<file path="src/design/ebml_hdr_pkg.sv">
// Package for the EBML element header parser: widths, codes, word types
// and the VINT length function. No dependencies.
`default_nettype none

package ebml_hdr_pkg;

    localparam int OFFSET_WIDTH_DEF = 48;
    localparam int ID_W             = 29;
    localparam int SIZE_W           = 56;
    localparam int HLEN_W           = 4;
    localparam int POFF_W           = 48;
    localparam int LEN_W            = 4;
    localparam int ID_MAX_LEN       = 4;
    localparam logic [7:0] BYTE_ONES = 8'hFF;

    typedef enum logic [1:0] {
        PH_ID_FIRST   = 2'd0,
        PH_ID_REST    = 2'd1,
        PH_SIZE_FIRST = 2'd2,
        PH_SIZE_REST  = 2'd3
    } t_phase;

    typedef enum logic [1:0] {
        ST_OK       = 2'd0,
        ST_BAD_ID   = 2'd1,
        ST_BAD_SIZE = 2'd2,
        ST_TRUNC    = 2'd3
    } t_status;

    typedef struct packed {
        logic [7:0] data_byte;
        logic       stream_end;
        logic       new_stream;
    } t_in_word;

    typedef struct packed {
        logic [ID_W-1:0]   element_id;
        logic [SIZE_W-1:0] element_size;
        logic              size_unknown;
        logic [HLEN_W-1:0] header_length;
        logic [POFF_W-1:0] payload_offset;
        t_status           status;
    } t_out_word;

    // VINT length from the leading zeros of the first byte: 1 to 8, or 0
    // for a zero byte. The highest set bit wins.
    function automatic logic [LEN_W-1:0] lead_length(input logic [7:0] b);
        logic [LEN_W-1:0] len;
        len = '0;
        for (int i = 0; i < 8; i++) begin
            if (b[i]) begin
                len = LEN_W'(8 - i);
            end
        end
        return len;
    endfunction

endpackage

`default_nettype wire

</file>
<file path="src/design/ebml_hdr_core.sv">
// Parser state and per-byte decode: one byte per step, at most one result.
// Depends on ebml_hdr_pkg.
`default_nettype none

module ebml_hdr_core
    import ebml_hdr_pkg::*;
#(
    parameter int OFFSET_WIDTH = OFFSET_WIDTH_DEF
) (
    input  wire logic      i_clk,
    input  wire logic      i_rst_n,
    input  wire logic      i_step,
    input  wire t_in_word  i_word,
    output logic           o_res_valid,
    output t_out_word      o_res
);

    t_phase                  r_phase, n_phase;
    logic [ID_W-1:0]         r_id_accum, n_id_accum;
    logic [SIZE_W-1:0]       r_size_accum, n_size_accum;
    logic [2:0]              r_bytes_left, n_bytes_left;
    logic [2:0]              r_id_len, n_id_len;
    logic [LEN_W-1:0]        r_size_len, n_size_len;
    logic                    r_all_ones, n_all_ones;
    logic [OFFSET_WIDTH-1:0] r_byte_offset, n_byte_offset;
    logic [OFFSET_WIDTH-1:0] r_header_start, n_header_start;

    logic [OFFSET_WIDTH-1:0] w_off;
    logic [POFF_W-1:0]       w_poff_next, w_poff_start;
    t_phase                  w_phase;
    logic [LEN_W-1:0]        w_len;
    logic [7:0]              w_mask;
    logic [7:0]              w_data;
    logic                    w_done;
    logic                    w_err;
    t_status                 w_err_code;

    assign w_off   = i_word.new_stream ? '0 : r_byte_offset;
    assign w_phase = i_word.new_stream ? PH_ID_FIRST : r_phase;
    assign w_len   = lead_length(i_word.data_byte);
    assign w_mask  = BYTE_ONES >> w_len;
    assign w_data  = i_word.data_byte & w_mask;
    assign n_byte_offset = w_off + OFFSET_WIDTH'(1);

    // Result offset field is fixed; wider counters cut, narrower zero-extended.
    generate
        if (OFFSET_WIDTH >= POFF_W) begin : g_off_cut
            assign w_poff_next  = n_byte_offset[POFF_W-1:0];
            assign w_poff_start = n_header_start[POFF_W-1:0];
        end else begin : g_off_ext
            assign w_poff_next  = {{(POFF_W-OFFSET_WIDTH){1'b0}}, n_byte_offset};
            assign w_poff_start = {{(POFF_W-OFFSET_WIDTH){1'b0}}, n_header_start};
        end
    endgenerate

    always_comb begin
        n_phase        = w_phase;
        n_id_accum     = r_id_accum;
        n_size_accum   = r_size_accum;
        n_bytes_left   = r_bytes_left;
        n_id_len       = r_id_len;
        n_size_len     = r_size_len;
        n_all_ones     = r_all_ones;
        n_header_start = r_header_start;
        w_done         = 1'b0;
        w_err          = 1'b0;
        w_err_code     = ST_OK;

        case (w_phase)
            PH_ID_FIRST: begin
                n_header_start = w_off;
                if (w_len == '0 || w_len > LEN_W'(ID_MAX_LEN)) begin
                    w_err      = 1'b1;
                    w_err_code = ST_BAD_ID;
                    n_phase    = PH_ID_FIRST;
                end else begin
                    n_id_accum   = ID_W'(i_word.data_byte);
                    n_id_len     = w_len[2:0];
                    n_bytes_left = 3'(w_len - LEN_W'(1));
                    n_phase      = (w_len == LEN_W'(1)) ? PH_SIZE_FIRST : PH_ID_REST;
                end
            end
            PH_ID_REST: begin
                n_id_accum   = {r_id_accum[ID_W-9:0], i_word.data_byte};
                n_bytes_left = r_bytes_left - 3'd1;
                if (n_bytes_left == 3'd0) begin
                    n_phase = PH_SIZE_FIRST;
                end
            end
            PH_SIZE_FIRST: begin
                if (w_len == '0) begin
                    w_err      = 1'b1;
                    w_err_code = ST_BAD_SIZE;
                    n_phase    = PH_ID_FIRST;
                end else begin
                    n_size_len   = w_len;
                    n_size_accum = SIZE_W'(w_data);
                    n_all_ones   = (w_data == w_mask);
                    n_bytes_left = 3'(w_len - LEN_W'(1));
                    if (w_len == LEN_W'(1)) begin
                        w_done = 1'b1;
                    end else begin
                        n_phase = PH_SIZE_REST;
                    end
                end
            end
            default: begin
                n_size_accum = {r_size_accum[SIZE_W-9:0], i_word.data_byte};
                n_all_ones   = r_all_ones && (i_word.data_byte == BYTE_ONES);
                n_bytes_left = r_bytes_left - 3'd1;
                if (n_bytes_left == 3'd0) begin
                    w_done = 1'b1;
                end
            end
        endcase

        // A header left unfinished by the last byte of the stream is cut short.
        if (w_done) begin
            n_phase = PH_ID_FIRST;
        end else if (!w_err && i_word.stream_end && n_phase != PH_ID_FIRST) begin
            w_err      = 1'b1;
            w_err_code = ST_TRUNC;
            n_phase    = PH_ID_FIRST;
        end
    end

    always_comb begin
        o_res_valid = w_done || w_err;
        if (w_done) begin
            o_res.element_id     = n_id_accum;
            o_res.element_size   = n_all_ones ? '0 : n_size_accum;
            o_res.size_unknown   = n_all_ones;
            o_res.header_length  = HLEN_W'({1'b0, n_id_len}) + HLEN_W'(n_size_len);
            o_res.payload_offset = w_poff_next;
            o_res.status         = ST_OK;
        end else begin
            o_res.element_id     = '0;
            o_res.element_size   = '0;
            o_res.size_unknown   = 1'b0;
            o_res.header_length  = '0;
            o_res.payload_offset = w_poff_start;
            o_res.status         = w_err_code;
        end
    end

    always_ff @(posedge i_clk) begin
        if (!i_rst_n) begin
            r_phase        <= PH_ID_FIRST;
            r_id_accum     <= '0;
            r_size_accum   <= '0;
            r_bytes_left   <= '0;
            r_id_len       <= '0;
            r_size_len     <= '0;
            r_all_ones     <= 1'b0;
            r_byte_offset  <= '0;
            r_header_start <= '0;
        end else if (i_step) begin
            r_phase        <= n_phase;
            r_id_accum     <= n_id_accum;
            r_size_accum   <= n_size_accum;
            r_bytes_left   <= n_bytes_left;
            r_id_len       <= n_id_len;
            r_size_len     <= n_size_len;
            r_all_ones     <= n_all_ones;
            r_byte_offset  <= n_byte_offset;
            r_header_start <= n_header_start;
        end
    end

endmodule

`default_nettype wire

</file>
<file path="config.mk">
export PLATFORM = sky130hd
export DESIGN_NAME = ebml_hdr_core
export DESIGN_NICKNAME = d
export VERILOG_FILES = /design/src/design/ebml_hdr_pkg.sv /design/src/design/ebml_hdr_core.sv
export SDC_FILE = /design/constraint.sdc
export NUM_CORES = 1
export LEC_CHECK = 0
export BUFFER_PORTS_ARGS = -buffer_cell sky130_fd_sc_hd__clkbuf_2
export CORE_UTILIZATION = 45
export CTS_CLUSTER_DIAMETER = 200
export DETAILED_ROUTE_END_ITERATION = 7
export PLACE_DENSITY_LB_ADDON = 0.3
export SLEW_MARGIN = 30
export SYNTH_ARGS = -nofsm -noshare
export SYNTH_HDL_FRONTEND = slang
export SYNTH_SLANG_ARGS = --single-unit
</file>
<file path="constraint.sdc">
create_clock -name i_clk -period 4.1 [get_ports i_clk]
set_input_delay 0 -clock i_clk [delete_from_list [all_inputs] [get_ports i_clk]]
set_output_delay 0 -clock i_clk [all_outputs]
set_load 0.02 [all_outputs]
</file>
# --- Word-level counts from Yosys, hierarchy flattened ---
# Cells that the tools add are included.
# Widths: inputs -> output; s select.
totals:
  register_bits: 194
  output_inout_bits: 141
op_classes:
  n_addsub: 4
  order_cmp: 1
  n_eq_ne: 7
  shift: 1
  n_mux: 47
  bitwise_logic: 1
  n_reduce_logical: 12
op_table:
  columns: ["cell", "n"]
  rows:
  - ["$mux 140", 1]
  - ["$mux 56", 2]
  - ["$pmux 56 s2", 1]
  - ["$mux 48", 2]
  - ["$pmux 29 s2", 1]
  - ["$add 48x1->48 const B", 1]
  - ["$mux 4", 10]
  - ["$mux 29", 1]
  - ["$mux 2", 10]
  - ["$mux 3", 4]
  - ["$mux 1", 9]
  - ["$and 8x8->8", 1]
  - ["$eq 8x8->1", 1]
  - ["$eq 8x8->1 const B", 1]
  - ["$shr 8x4->8 const A", 1]
  - ["$pmux 1 s2", 3]
  - ["$pmux 2 s3", 1]
  - ["$pmux 3 s2", 1]
  - ["$sub 3x1->3 const B", 2]
  - ["$add 3x4->4", 1]
  - ["$eq 4x1->1 const B", 1]
  - ["$gt 4x3->1 const B", 1]
  - ["$logic_not 4->1", 1]
  - ["$ne 2x2->1 const B", 2]
  - ["other kinds (11)", 14]

# --- Longest topological paths before layout ---
depth:
  word_depth: 18
  ltp_mapped: 16
  depth_no_buf: 15

# --- Worst setup path after synthesis ---
# Ideal clock, no wire load.
synth_timing:
  path_type: "input -> output"
  start: "in i_word[3] (netlist name)"
  end: "out o_res[53] (netlist name)"
  arrival_time_ns: 3.436
  slack_ns: 0.664
  stages: 15
  n_path_buf: 1
  path_cell_list: "clkbuf_1 > a21oi_1 > o311ai_0 > inv_1 > ha_1 > o21ai_1 > o21ai_1 > nor2_1 > mux2i_1 > inv_1 > ha_1 > a21o_1 > a21oi_1 > xnor2_1 > nor2_1"
synth_rtl:
  columns: ["item", "line_no", "rtl"]
  rows:
  - ["from (decl)", "ebml_hdr_core.sv:13", "input wire t_in_word i_word,"]
  - ["to (decl)", "ebml_hdr_core.sv:15", "output t_out_word o_res"]

==> results.cfg <==
[sta]
slew_viol_final = 0
finalCriticalPeriod_ps = 3773
rsz0062_at_grt = no
slew_headroom_pct = 39.04
skew_ps = 15.01
setup_violations = 0
tightest_slew_ps = 914.4
setup_slack_ps = 327.1
fmaxAchievable_mhz = 265.0
tns_ps = 0
timing.final.crit_share_pct = 92.02
hold_violations = 0

[grt]
grt_pass1_wl_um = 56890
antenna_found_initial = 0
grt_usage_pct = 27.41
grt.overflow.total = 0
grt_pass1_vias = 10621
grt_max_degree = 64

[floorplan]
die_w_um = 159.2
core-area_um2 = 24250
die_height_um = 159.2
start_util_pct = 45.87
num_rows = 57
ioPinCount = 154
fp.dieArea_um2 = 25350

[detailed_routing]
ant_nets = 0
finalWirelength_um = 35510
drc = 0
dr.pass1.iters = 6
vias_per_cell = 6.142
wire_per_inst_um = 18.47
drt_iter0_drc = 1396
vias = 11805

[min_path]
hp-class = input port to flop
whs_path_depth = 4

[cts]
cts_tree = yes
cts.clk_slew.worst_paths_ps = 80
cts-buffers-inserted = 17
cts.path.max_buffers = 2
postCtsSetupBuffers = 0
cts_num_sinks = 194
ctsHtreeMaxLevel = 4
clock_latency_ps = 460
cts-root-buf = clkbuf_16

[run_status]
status = finished, final reports clean

[power]
p_per_area_nw_per_um2 = 319.7
peakVddDrop_uv = 246.8
p_leak_nw = 4.533

[finish]
layout_commonest_cell = nor2_1
num-fill-cells = 2416
post-route-util_pct = 52.78
final_cell_mix = nor2_1, dfxtp_1, clkbuf_2, a21oi_1, nand2_1
area_growth_pct = 15.05
fin_nets = 1609
diodes = 0
drive_gt1_share_pct = 15.58

[place]
portBuffers = 153
hpwl_um = 22910
place_ws_ps = 373.0
gp_congestion = 0.9171

[setup_path]
critPathArrivalTime_ps = 3770
path_class = flop to primary output
reg2reg_setup_slack_ps = 1020
path_cells = nor2b_1 > ha_1 > and3_2 > nand4_1 > or2_1 > o41ai_2 > a21oi_1 > a311oi_1 > clkbuf_2
cp-end-kind = primary output
crit_slowest_cell = or2_1
max_stage_delay_ps = 500
crit_path_start_kind = flop
critPathRequiredTime_ps = 4100
cp_max_fo = 8
reg2reg_depth = 7

[synth]
ys_warn_count = 0
synth_edf_count = 0
syn-instance-count = 1509
synth-seq-cells = 194
seq_area_frac_synth_pct = 34.92
syn_avg_cell_area_um2 = 7.371
synthDistinctLibCells = 82
async_reset_ff_share_pct = 0
syn-num-nets = 1533
synth_area_um2 = 11120
ys.flop_type = dfxtp_1

[flow_run]
max_cap_viol_count = 0
critical path: cells and delay by family, from the launching register on:
kind | cells | cell delay, ps
buf+inv | 1 | 240
compound gates | 3 | 810
flops | 1 | 440
fa+ha+maj | 1 | 320
simple gates | 4 | 1520
cell families after synthesis:
| group | synth area share [%] |
|---|---|
| flip-flops | 34.92 |
| AND/OR/NAND/NOR | 27.68 |
| XOR/XNOR | 1.339 |
| multiplexers | 1.102 |
| buffers and inverters | 5.973 |
| adder cells (fa/ha/maj) | 1.305 |
| AO/OA/AOI/OAI | 27.68 |
power by group:
group | internal, mW | switching, mW
registers | 1.90 | 0.0157
clock network | 0.848 | 0.914
logic | 0.121 | 0.294
total | 2.87 | 1.22
stage by stage:
stage	hold WS, ps	cells	total power, mW	cell area (um^2)
floorplan	198.5	1509	2.227	11120
global placement	366.2	1880	2.356	12040
detailed placement	365.1	1881	2.358	12070
CTS	36.34	1922	4.106	12790
global route	97.30	1922	4.234	12800
finish	55.20	1922	4.092	12800
Yosys cell counts (all sizes together) (13+ instances only):
master	n	area [um^2]
nor2	255	957.2
dfxtp	194	3884
a21oi	138	690.7
nand2	115	431.7
a22oi	102	765.7
clkbuf	102	394.1
o21ai	95	479.2
nor3	42	215.2
nand3	39	195.2
and2	36	226.5
buf	35	173.9
nor4	24	150.1
a22o	23	201.4
and3	23	145.1
inv	23	86.33
nand4	23	158.9
nor2b	17	106.4
a31oi	15	93.84
nand2b	15	101.3
or4	14	116.4
a211oi	13	102.6
metal layers:
metal | vias to the layer above | GRT usage [%] | share of wire (%) | wire length, um
met1 | 5610 | 38.04 | 45 | 15880
li1 | 5630 | - | - | -
met3 | 55 | 4.585 | 7.3 | 2591
met5 | - | 0 | 0 | 0
met2 | 510 | 43.10 | 46 | 16280
met4 | 0 | 9.047 | 2.1 | 759
sequential cells by signal, indices dropped and copies added, names as in the netlist:
register / count
r_size_accum: 56
r_bytes_left: 3
r_all_ones: 1
r_size_len: 4
r_phase: 2
r_id_accum: 29
r_byte_offset: 48
r_header_start: 48
r_id_len: 3
final cells by class:
| type | instances | area (um^2) | area share, % |
|---|---|---|---|
| Clock buffer | 17 | 425.4 | 3.324 |
| Sequential cell | 194 | 3884 | 30.35 |
| Inverter | 23 | 88.84 | 0.6942 |
| Clock inverter | 15 | 201.4 | 1.574 |
| Tap cell | 324 | 405.4 | 3.168 |
| Multi-Input combinational cell | 1154 | 6606 | 51.62 |
| Timing Repair Buffer | 195 | 1186 | 9.269 |
what timing repair did:
item,4_1_cts,5_1_grt
resized for setup,0,3
endpoints found under the setup margin,0,7
hold buffers,9,0
endpoints found under the hold margin,10,0
path summary, 6_finish.rpt:
path,start,to
worst max-delay path,r_byte_offset[0]$_SDFFE_PN0P_,o_res[44]
worst min register to register,r_header_start[35]$_SDFFE_PN0P_,r_header_start[35]$_SDFFE_PN0P_
worst max register to register,r_byte_offset[0]$_SDFFE_PN0P_,r_byte_offset[46]$_SDFFE_PN0P_
worst min-delay path,i_word[0],r_header_start[1]$_SDFFE_PN0P_
Note: power is estimated with default switching activity, not from simulation.
